--- config.mk ---
export PLATFORM = sky130hd
export DESIGN_NAME = agccd_queue
export DESIGN_NICKNAME = d
export VERILOG_FILES = /design/src/design/ascii_glyph_color_cell_diff_assert.svh /design/src/design/agccd_pkg.sv /design/src/design/agccd_queue.sv
export SDC_FILE = /design/constraint.sdc
export NUM_CORES = 1
export LEC_CHECK = 0
export ABC_AREA = 1
export BUFFER_PORTS_ARGS = -buffer_cell sky130_fd_sc_hd__buf_2
export CAP_MARGIN = 20
export CORE_ASPECT_RATIO = 1.4
export CORE_MARGIN = 5
export CORE_UTILIZATION = 50
export CTS_CLUSTER_DIAMETER = 100
export CTS_CLUSTER_SIZE = 14
export DETAILED_ROUTE_END_ITERATION = 8
export PLACE_DENSITY = 0.79
export SYNTH_ARGS = -nofsm -noshare
export SYNTH_HDL_FRONTEND = slang
export SYNTH_SLANG_ARGS = --single-unit
--- constraint.sdc ---
create_clock -name clk -period 3.09 [get_ports clk]
set_input_delay 0.1545 -clock clk [delete_from_list [all_inputs] [get_ports clk]]
set_output_delay 0.1545 -clock clk [all_outputs]
set_load 0.1 [all_outputs]
--- src/design/ascii_glyph_color_cell_diff_assert.svh ---
// Assertion macros for the ascii_glyph_color_cell_diff modules; agccd_back uses them.
// The macros expect signals named clk and rst_n in the module that uses them.
`ifndef ASCII_GLYPH_COLOR_CELL_DIFF_ASSERT_SVH
`define ASCII_GLYPH_COLOR_CELL_DIFF_ASSERT_SVH

// The consequent must hold in the same cycle as the antecedent.
`define AGCCD_ASSERT_IMP(label, ante, cons, msg) \
    label: assert property (@(posedge clk) disable iff (!rst_n) (ante) |-> (cons)) \
        else $error(msg);

// The consequent must hold in the cycle after the antecedent.
`define AGCCD_ASSERT_NXT(label, ante, cons, msg) \
    label: assert property (@(posedge clk) disable iff (!rst_n) (ante) |=> (cons)) \
        else $error(msg);

`endif

--- src/design/agccd_pkg.sv ---
// Package for the ascii_glyph_color_cell_diff block: sizes, word types,
// the glyph ramp, the luma weights and the glyph and color functions. No dependencies.
`timescale 1ns / 1ps

package agccd_pkg;

    localparam int MAX_COLUMNS = 256;
    localparam int MAX_ROWS    = 128;
    localparam int STORE_DEPTH = MAX_ROWS * MAX_COLUMNS;
    localparam int ADDR_W      = $clog2(STORE_DEPTH);
    localparam int CELL_W      = 15;

    localparam int QDEPTH = 4;
    localparam int QPTR_W = $clog2(QDEPTH);
    localparam int QCNT_W = $clog2(QDEPTH + 1);

    localparam int PADDR_W = 3;
    localparam logic REG_COLOR_ENABLE = 1'b0;
    localparam logic REG_INVERT_COLOR = 1'b1;

    localparam logic [15:0] LUMA_WR = 16'd19595;
    localparam logic [15:0] LUMA_WG = 16'd38470;
    localparam logic [15:0] LUMA_WB = 16'd7471;

    localparam int RAMP_LEN  = 70;
    localparam int RAMP_LAST = RAMP_LEN - 1;
    localparam logic [8*RAMP_LEN-1:0] GLYPH_RAMP = {
        " .'", 8'h60, "^\",:;Il!i><~+_-?][}{1)(|\\/tfjrxnuvcz",
        "XYUJCLQ0OZmwqpdbkhao*#MW&8%B$@"
    };

    typedef struct packed {
        logic color_enable;
        logic invert_color;
    } cfg_t;

    typedef struct packed {
        logic [6:0]        row;
        logic [7:0]        column;
        logic [6:0]        glyph;
        logic [7:0]        ansi_color;
        logic              frame_end;
        logic              first;
        logic              in_range;
        logic [ADDR_W-1:0] addr;
    } work_t;

    typedef struct packed {
        logic [6:0] cell_row;
        logic [7:0] cell_column;
        logic [6:0] glyph;
        logic [7:0] ansi_color;
        logic       changed;
        logic       move_cursor;
        logic       last_cell;
    } result_t;

    typedef struct packed {
        logic              full;
        logic              empty;
        logic [QCNT_W-1:0] count;
    } q_stat_t;

    function automatic logic [2:0] cube_level(input logic [7:0] c);
        logic [2:0] lvl;
        lvl = 3'd0;
        if (c >= 8'd51)  lvl = 3'd1;
        if (c >= 8'd102) lvl = 3'd2;
        if (c >= 8'd153) lvl = 3'd3;
        if (c >= 8'd204) lvl = 3'd4;
        if (c == 8'd255) lvl = 3'd5;
        return lvl;
    endfunction

    function automatic logic [7:0] cube_code(input logic [2:0] r, input logic [2:0] g,
                                             input logic [2:0] b);
        return 8'd16 + 8'(r) * 8'd36 + 8'(g) * 8'd6 + 8'(b);
    endfunction

    // Index luma * 69 / 255: the quotient by 256 is low by at most one.
    function automatic logic [6:0] glyph_index(input logic [7:0] luma);
        logic [14:0] x;
        logic [6:0]  q;
        logic [8:0]  rem;
        x   = 15'(luma) * 15'd69;
        q   = x[14:8];
        rem = 9'(x[7:0]) + 9'(q);
        if (rem >= 9'd255) q = q + 7'd1;
        return q;
    endfunction

    function automatic logic [6:0] glyph_of(input logic [6:0] idx);
        logic [6:0] i;
        i = (idx > 7'(RAMP_LAST)) ? 7'(RAMP_LAST) : idx;
        return GLYPH_RAMP[8 * (RAMP_LAST - int'(i)) +: 7];
    endfunction

endpackage

--- src/design/agccd_queue.sv ---
// Short word queue between the front and back parts of the cell differ.
// Depends on agccd_pkg.
`timescale 1ns / 1ps

module agccd_queue
    import agccd_pkg::*;
(
    input  logic    clk,
    input  logic    rst_n,
    input  logic    push,
    input  work_t   wr_data,
    input  logic    pop,
    output work_t   rd_data,
    output q_stat_t stat
);

    work_t             entry_reg [QDEPTH];
    logic [QPTR_W-1:0] wr_ptr_reg;
    logic [QPTR_W-1:0] wr_ptr_next;
    logic [QPTR_W-1:0] rd_ptr_reg;
    logic [QPTR_W-1:0] rd_ptr_next;
    logic [QCNT_W-1:0] count_reg;
    logic [QCNT_W-1:0] count_next;
    logic              do_push;
    logic              do_pop;

    assign do_push = push && !stat.full;
    assign do_pop  = pop && !stat.empty;

    always_comb
    begin
        wr_ptr_next = wr_ptr_reg;
        rd_ptr_next = rd_ptr_reg;
        count_next  = count_reg;
        if (do_push)
        begin
            wr_ptr_next = (wr_ptr_reg == QPTR_W'(QDEPTH - 1)) ? '0 : wr_ptr_reg + 1'b1;
        end
        if (do_pop)
        begin
            rd_ptr_next = (rd_ptr_reg == QPTR_W'(QDEPTH - 1)) ? '0 : rd_ptr_reg + 1'b1;
        end
        if (do_push && !do_pop)
        begin
            count_next = count_reg + 1'b1;
        end
        else if (do_pop && !do_push)
        begin
            count_next = count_reg - 1'b1;
        end
    end

    always_ff @(posedge clk or negedge rst_n)
    begin
        if (!rst_n)
        begin
            wr_ptr_reg <= '0;
            rd_ptr_reg <= '0;
            count_reg  <= '0;
        end
        else
        begin
            wr_ptr_reg <= wr_ptr_next;
            rd_ptr_reg <= rd_ptr_next;
            count_reg  <= count_next;
        end
    end

    always_ff @(posedge clk)
    begin
        if (do_push)
        begin
            entry_reg[wr_ptr_reg] <= wr_data;
        end
    end

    assign rd_data    = entry_reg[rd_ptr_reg];
    assign stat.full  = (count_reg == QCNT_W'(QDEPTH));
    assign stat.empty = (count_reg == '0);
    assign stat.count = count_reg;

endmodule

Yosys cells after proc, flatten, opt, wreduce, memory -nomap -nowiden
Memory sizes are Yosys's and may differ from the RTL's.
Cells that the tools add are included.
{"block": "word_totals", "regBits": 7, "mem_bits_rw": 192, "inputBits": 52, "wordCells": 27, "n_memories": 1}
{"name": "entry_reg", "words": 4, "word_bits": 48, "read_ports": 1, "rd_ports_with_merged_regs": 0, "wr": 1, "line_no": "agccd_queue.sv:17", "text": "work_t entry_reg [QDEPTH];"}
{"block": "classes", "addsub": 4, "eq_ne": 3, "n_mux": 6, "n_reduce_logical": 10}
{"operator": "$mux 3", "n": 2}
{"operator": "$add 2x1->2 const B", "n": 2}
{"operator": "$eq 2x2->1 const B", "n": 2}
{"operator": "$logic_and 1x1->1", "n": 4}
{"operator": "$logic_not 1->1", "n": 4}
{"operator": "$mux 2", "n": 2}
{"operator": "$add 3x1->3 const B", "n": 1}
{"operator": "$eq 3x3->1 const B", "n": 1}
{"operator": "$logic_not 3->1", "n": 1}
{"operator": "$sub 3x1->3 const B", "n": 1}
{"operator": "$mux 1", "n": 2}
{"operator": "$reduce_bool 2->1", "n": 1}

Longest topological paths before layout
{"block": "logic_depth", "word_depth": 7, "mapped_depth": 12, "depth_no_buf": 12}

Worst setup path before layout
OpenSTA, ideal clock, no wires.
{"block": "synth_timing", "kind": "register -> register", "start": "reg count_reg[1]", "end": "mem entry_reg[0][0] (netlist bit), enable pin", "setup_ns": 0.454, "t_arrival_ns": 3.480, "required_time_ns": 2.636, "setup_slack_ns": -0.843, "stages_incl_launch_ff": 5, "path_cell_list": "dfrtp_1 -> inv_1 -> nand3_1 -> nand2_1 -> nor2_1"}
{"block": "synth_between", "elab_chain_len": 5}
{"item": "start: declaration", "line_no": "agccd_queue.sv:22", "text": "logic [QCNT_W-1:0] count_reg;"}
{"item": "start signal: assignment", "line_no": "agccd_queue.sv:65", "text": "count_reg <= count_next;"}
{"item": "$eq 3x3->1", "line_no": "agccd_queue.sv:78", "text": "assign stat.full = (count_reg == QCNT_W'(QDEPTH));"}
{"item": "$logic_not 1->1", "line_no": "agccd_queue.sv:27", "text": "assign do_push = push && !stat.full;"}
{"item": "$logic_and 1x1->1", "line_no": "agccd_queue.sv:27"}
{"item": "$mux 1", "line_no": "agccd_queue.sv:71", "text": "if (do_push)"}
{"item": "$mux 1 (not written as such)", "line_no": "agccd_queue.sv:73", "text": "entry_reg[wr_ptr_reg] <= wr_data;"}
{"item": "end: declaration", "line_no": "agccd_queue.sv:17"}
No other way between the ends.

==> impl_metrics.tcl <==
set metrics [dict create \
    slew_violations 0 \
    drive_above_1_share 0.231 \
    clock_buffers_created_by_tritoncts 17 \
    gp_congestion 0.771 \
    worst-endpoint-required_ps 2940 \
    cts_resized 0 \
    root_buffer "clkbuf_16" \
    number_of_flip_flops_under_the_largest_register_name 192 \
    postSynthAreaPerCell_um2 13.3 \
    synth-seq-cells 199 \
    die_h_um 162 \
    place.detailed.instances 904 \
    synth_top_area_frac 0.695 \
    synth_seq_area_share 0.717 \
    synthesis.nets 681 \
    grt_pass1_vias 5055 \
    yosysWarnings 0 \
    io-pin-count 105 \
    worst-slew-pin-transition_ps 753 \
    clk_pin_slew_worst_paths_ps 70 \
    grt_first_pass_wirelength_mm 24.9 \
    grt_overflow 0 \
    synth_area_leader "edfxtp_1" \
    max_freq_mhz 409 \
    hp-class "input pin to asynchronous set/reset pin" \
    fin_worst_skew_ps 7.76 \
    period_share 0.791 \
    clkLatencyLatePin_ps 420 \
    fill_cells 1172 \
    final_nets 834 \
    finalCriticalPeriod_ps 2440 \
    max_slew_margin 0.498 \
    floorplan.die_area_mm2 0.0193 \
    crit_type "flip-flop to output port" \
    port-buffer-count 104 \
    grt_setup_unrepaired "false" \
    netlist_instances 622 \
    worstPathArrival_ps 2290 \
    detail_route.drc_violations 0 \
    cts-htree-levels 4 \
    setup.worst_path.end_class "output port" \
    dr.first_iter.drc_count 266 \
    starting_density 0.510 \
    timing.max_cap.violations 0 \
    post_drt_via_cell_ratio 5.03 \
    grt_max_degree 61 \
    post_synth_instance_area_mm2 0.00829 \
    row_count 55 \
    tritoncts "yes" \
    regToRegSetupSlack_ps 950 \
    multi_input_area_mm2 0.00166 \
    regArea_mm2 0.00595 \
    largest_fanout_of_any_net_on_the_critical_path 39 \
    detailed_place_hpwl_mm 9.24 \
    drt_wirelength_mm 15.6 \
    run_status "finished, final reports clean" \
    grt_antenna_before_repair 0 \
    detailroute.via_count 4966 \
    finalSetupViolCount 0 \
    cts_buffer_depth 2 \
    dieWidth_um 119 \
    synth.top_cells.by_area "edfxtp_1 (70%), nand2_1 (7.2%), o211ai_1 (6.2%), inv_1 (5.0%), o211ai_2 (4.1%)" \
    ant_nets 0 \
    drt-wirelength-per-cell_um 15.8 \
    cp-start-kind "flip-flop" \
    antenna_cells_inserted 0 \
    layout-area-overhead-vs-synth_pct 21.7 \
    clock_sink_count 199 \
    placeableCoreArea_mm2 0.0162 \
    firstDrtPassIters 4 \
    instances_no_fill 987 \
    hold_fails_final_rpt 0 \
    grtUsageTotal 0.164 \
    yosys.cell_types.count 17 \
]
## layout make-up
type                       instances  area share
sequential                       199       0.589
multi-input combinational        278       0.164
timing repair buffer             167       0.120
clock buffer                      17      0.0421
inverter                         112      0.0417
tap                              199      0.0247
clock inverter                    15      0.0187
## per-layer routing
| metal | up-vias | share of wire | track usage |
|---|---|---|---|
| met5 | - | 0 | 0 |
| met1 | 2400 | 0.41 | 0.188 |
| met3 | 17 | 0.040 | 0.0410 |
| met4 | 0 | 0.018 | 0.0580 |
| met2 | 95 | 0.53 | 0.299 |
| li1 | 2454 | - | - |
## synthesized netlist by cell type (all sizes together)
master and number:
xnor2 1, inv 112, buf 33, edfxtp 192, nand3 7, nand4 1
o211ai 96, fa 1, nor2 6, nand2 159, dfrtp 7, o21ai 1
ha 6
## metrics by stage
| step | instance area (µm²) | hold WS, ps | utilization | TNS, ps | setup WS (ps) |
|---|---|---|---|---|---|
| finish | 10100 | 93.6 | 0.621 | 0 | 647 |
| global route | 10100 | 96.1 | 0.621 | 0 | 516 |
| CTS | 10100 | 64.7 | 0.621 | 0 | 628 |
| detailed placement | 8970 | -0.551 | 0.552 | 0 | 956 |
| global placement | 8970 | -4.33 | 0.552 | 0 | 1050 |
| floorplan | 8300 | -141 | - | -17350 | -90.4 |
## kinds of logic after synthesis
group	count (synthesis)	synth area share
xor+xnor	1	0.00106
flops	199	0.717
buf+inv	145	0.0874
fa+ha+maj	7	0.0115
simple gates	173	0.0797
compound gates	97	0.104
## worst paths after layout
path,from,endpoint,cells past startpoint
setup / recovery,rd_ptr_reg[0]$_DFFE_PN0P_,rd_data[27],4
setup reg to reg,count_reg[1]$_DFFE_PN0P_,count_reg[1]$_DFFE_PN0P_,9
max in group asynchronous,rst_n,rd_ptr_reg[0]$_DFFE_PN0P_,2
min in group clk,wr_data[29],entry_reg[2][29]$_DFFE_PP_,2
hold / removal,rst_n,count_reg[2]$_DFFE_PN0P_,2
hold reg to reg,count_reg[2]$_DFFE_PN0P_,count_reg[2]$_DFFE_PN0P_,2
## repair_timing
action / 4_1_cts / 5_1_grt
hold buffers: 51 / 0
hold endpoints to repair: 202 / 0
setup buffers: 0 / 0
## worst max-delay path, cell delays in order, from the launching register on
cell and delay (ps):
dfrtp_4 740, buf_4 410, o211ai_1 160, nand2_1 100, buf_2 440
## layout by cell type, fill, tap and decap left out
cell type,count
edfxtp_1,192
nand2_1,159
inv_1,111
buf_2,104
o211ai_1,69
dlygate4sd3_1,51
o211ai_2,27
clkbuf_16,17
nand3_1,7
buf_12,7
ha_1,6
inv_6,5
dfrtp_1,5
buf_4,5
nor2_4,4
clkinvlp_4,4
nor2_1,2
clkinv_8,2
bufinv_16,2
inv_8,2
inv_2,1
o21ai_0,1
xnor2_1,1
nand4_1,1
fa_1,1
dfrtp_4,1
dfrtp_2,1
Power is not shown: default switching activity piles up to over one toggle a cycle in this logic, so the estimate is an artifact.
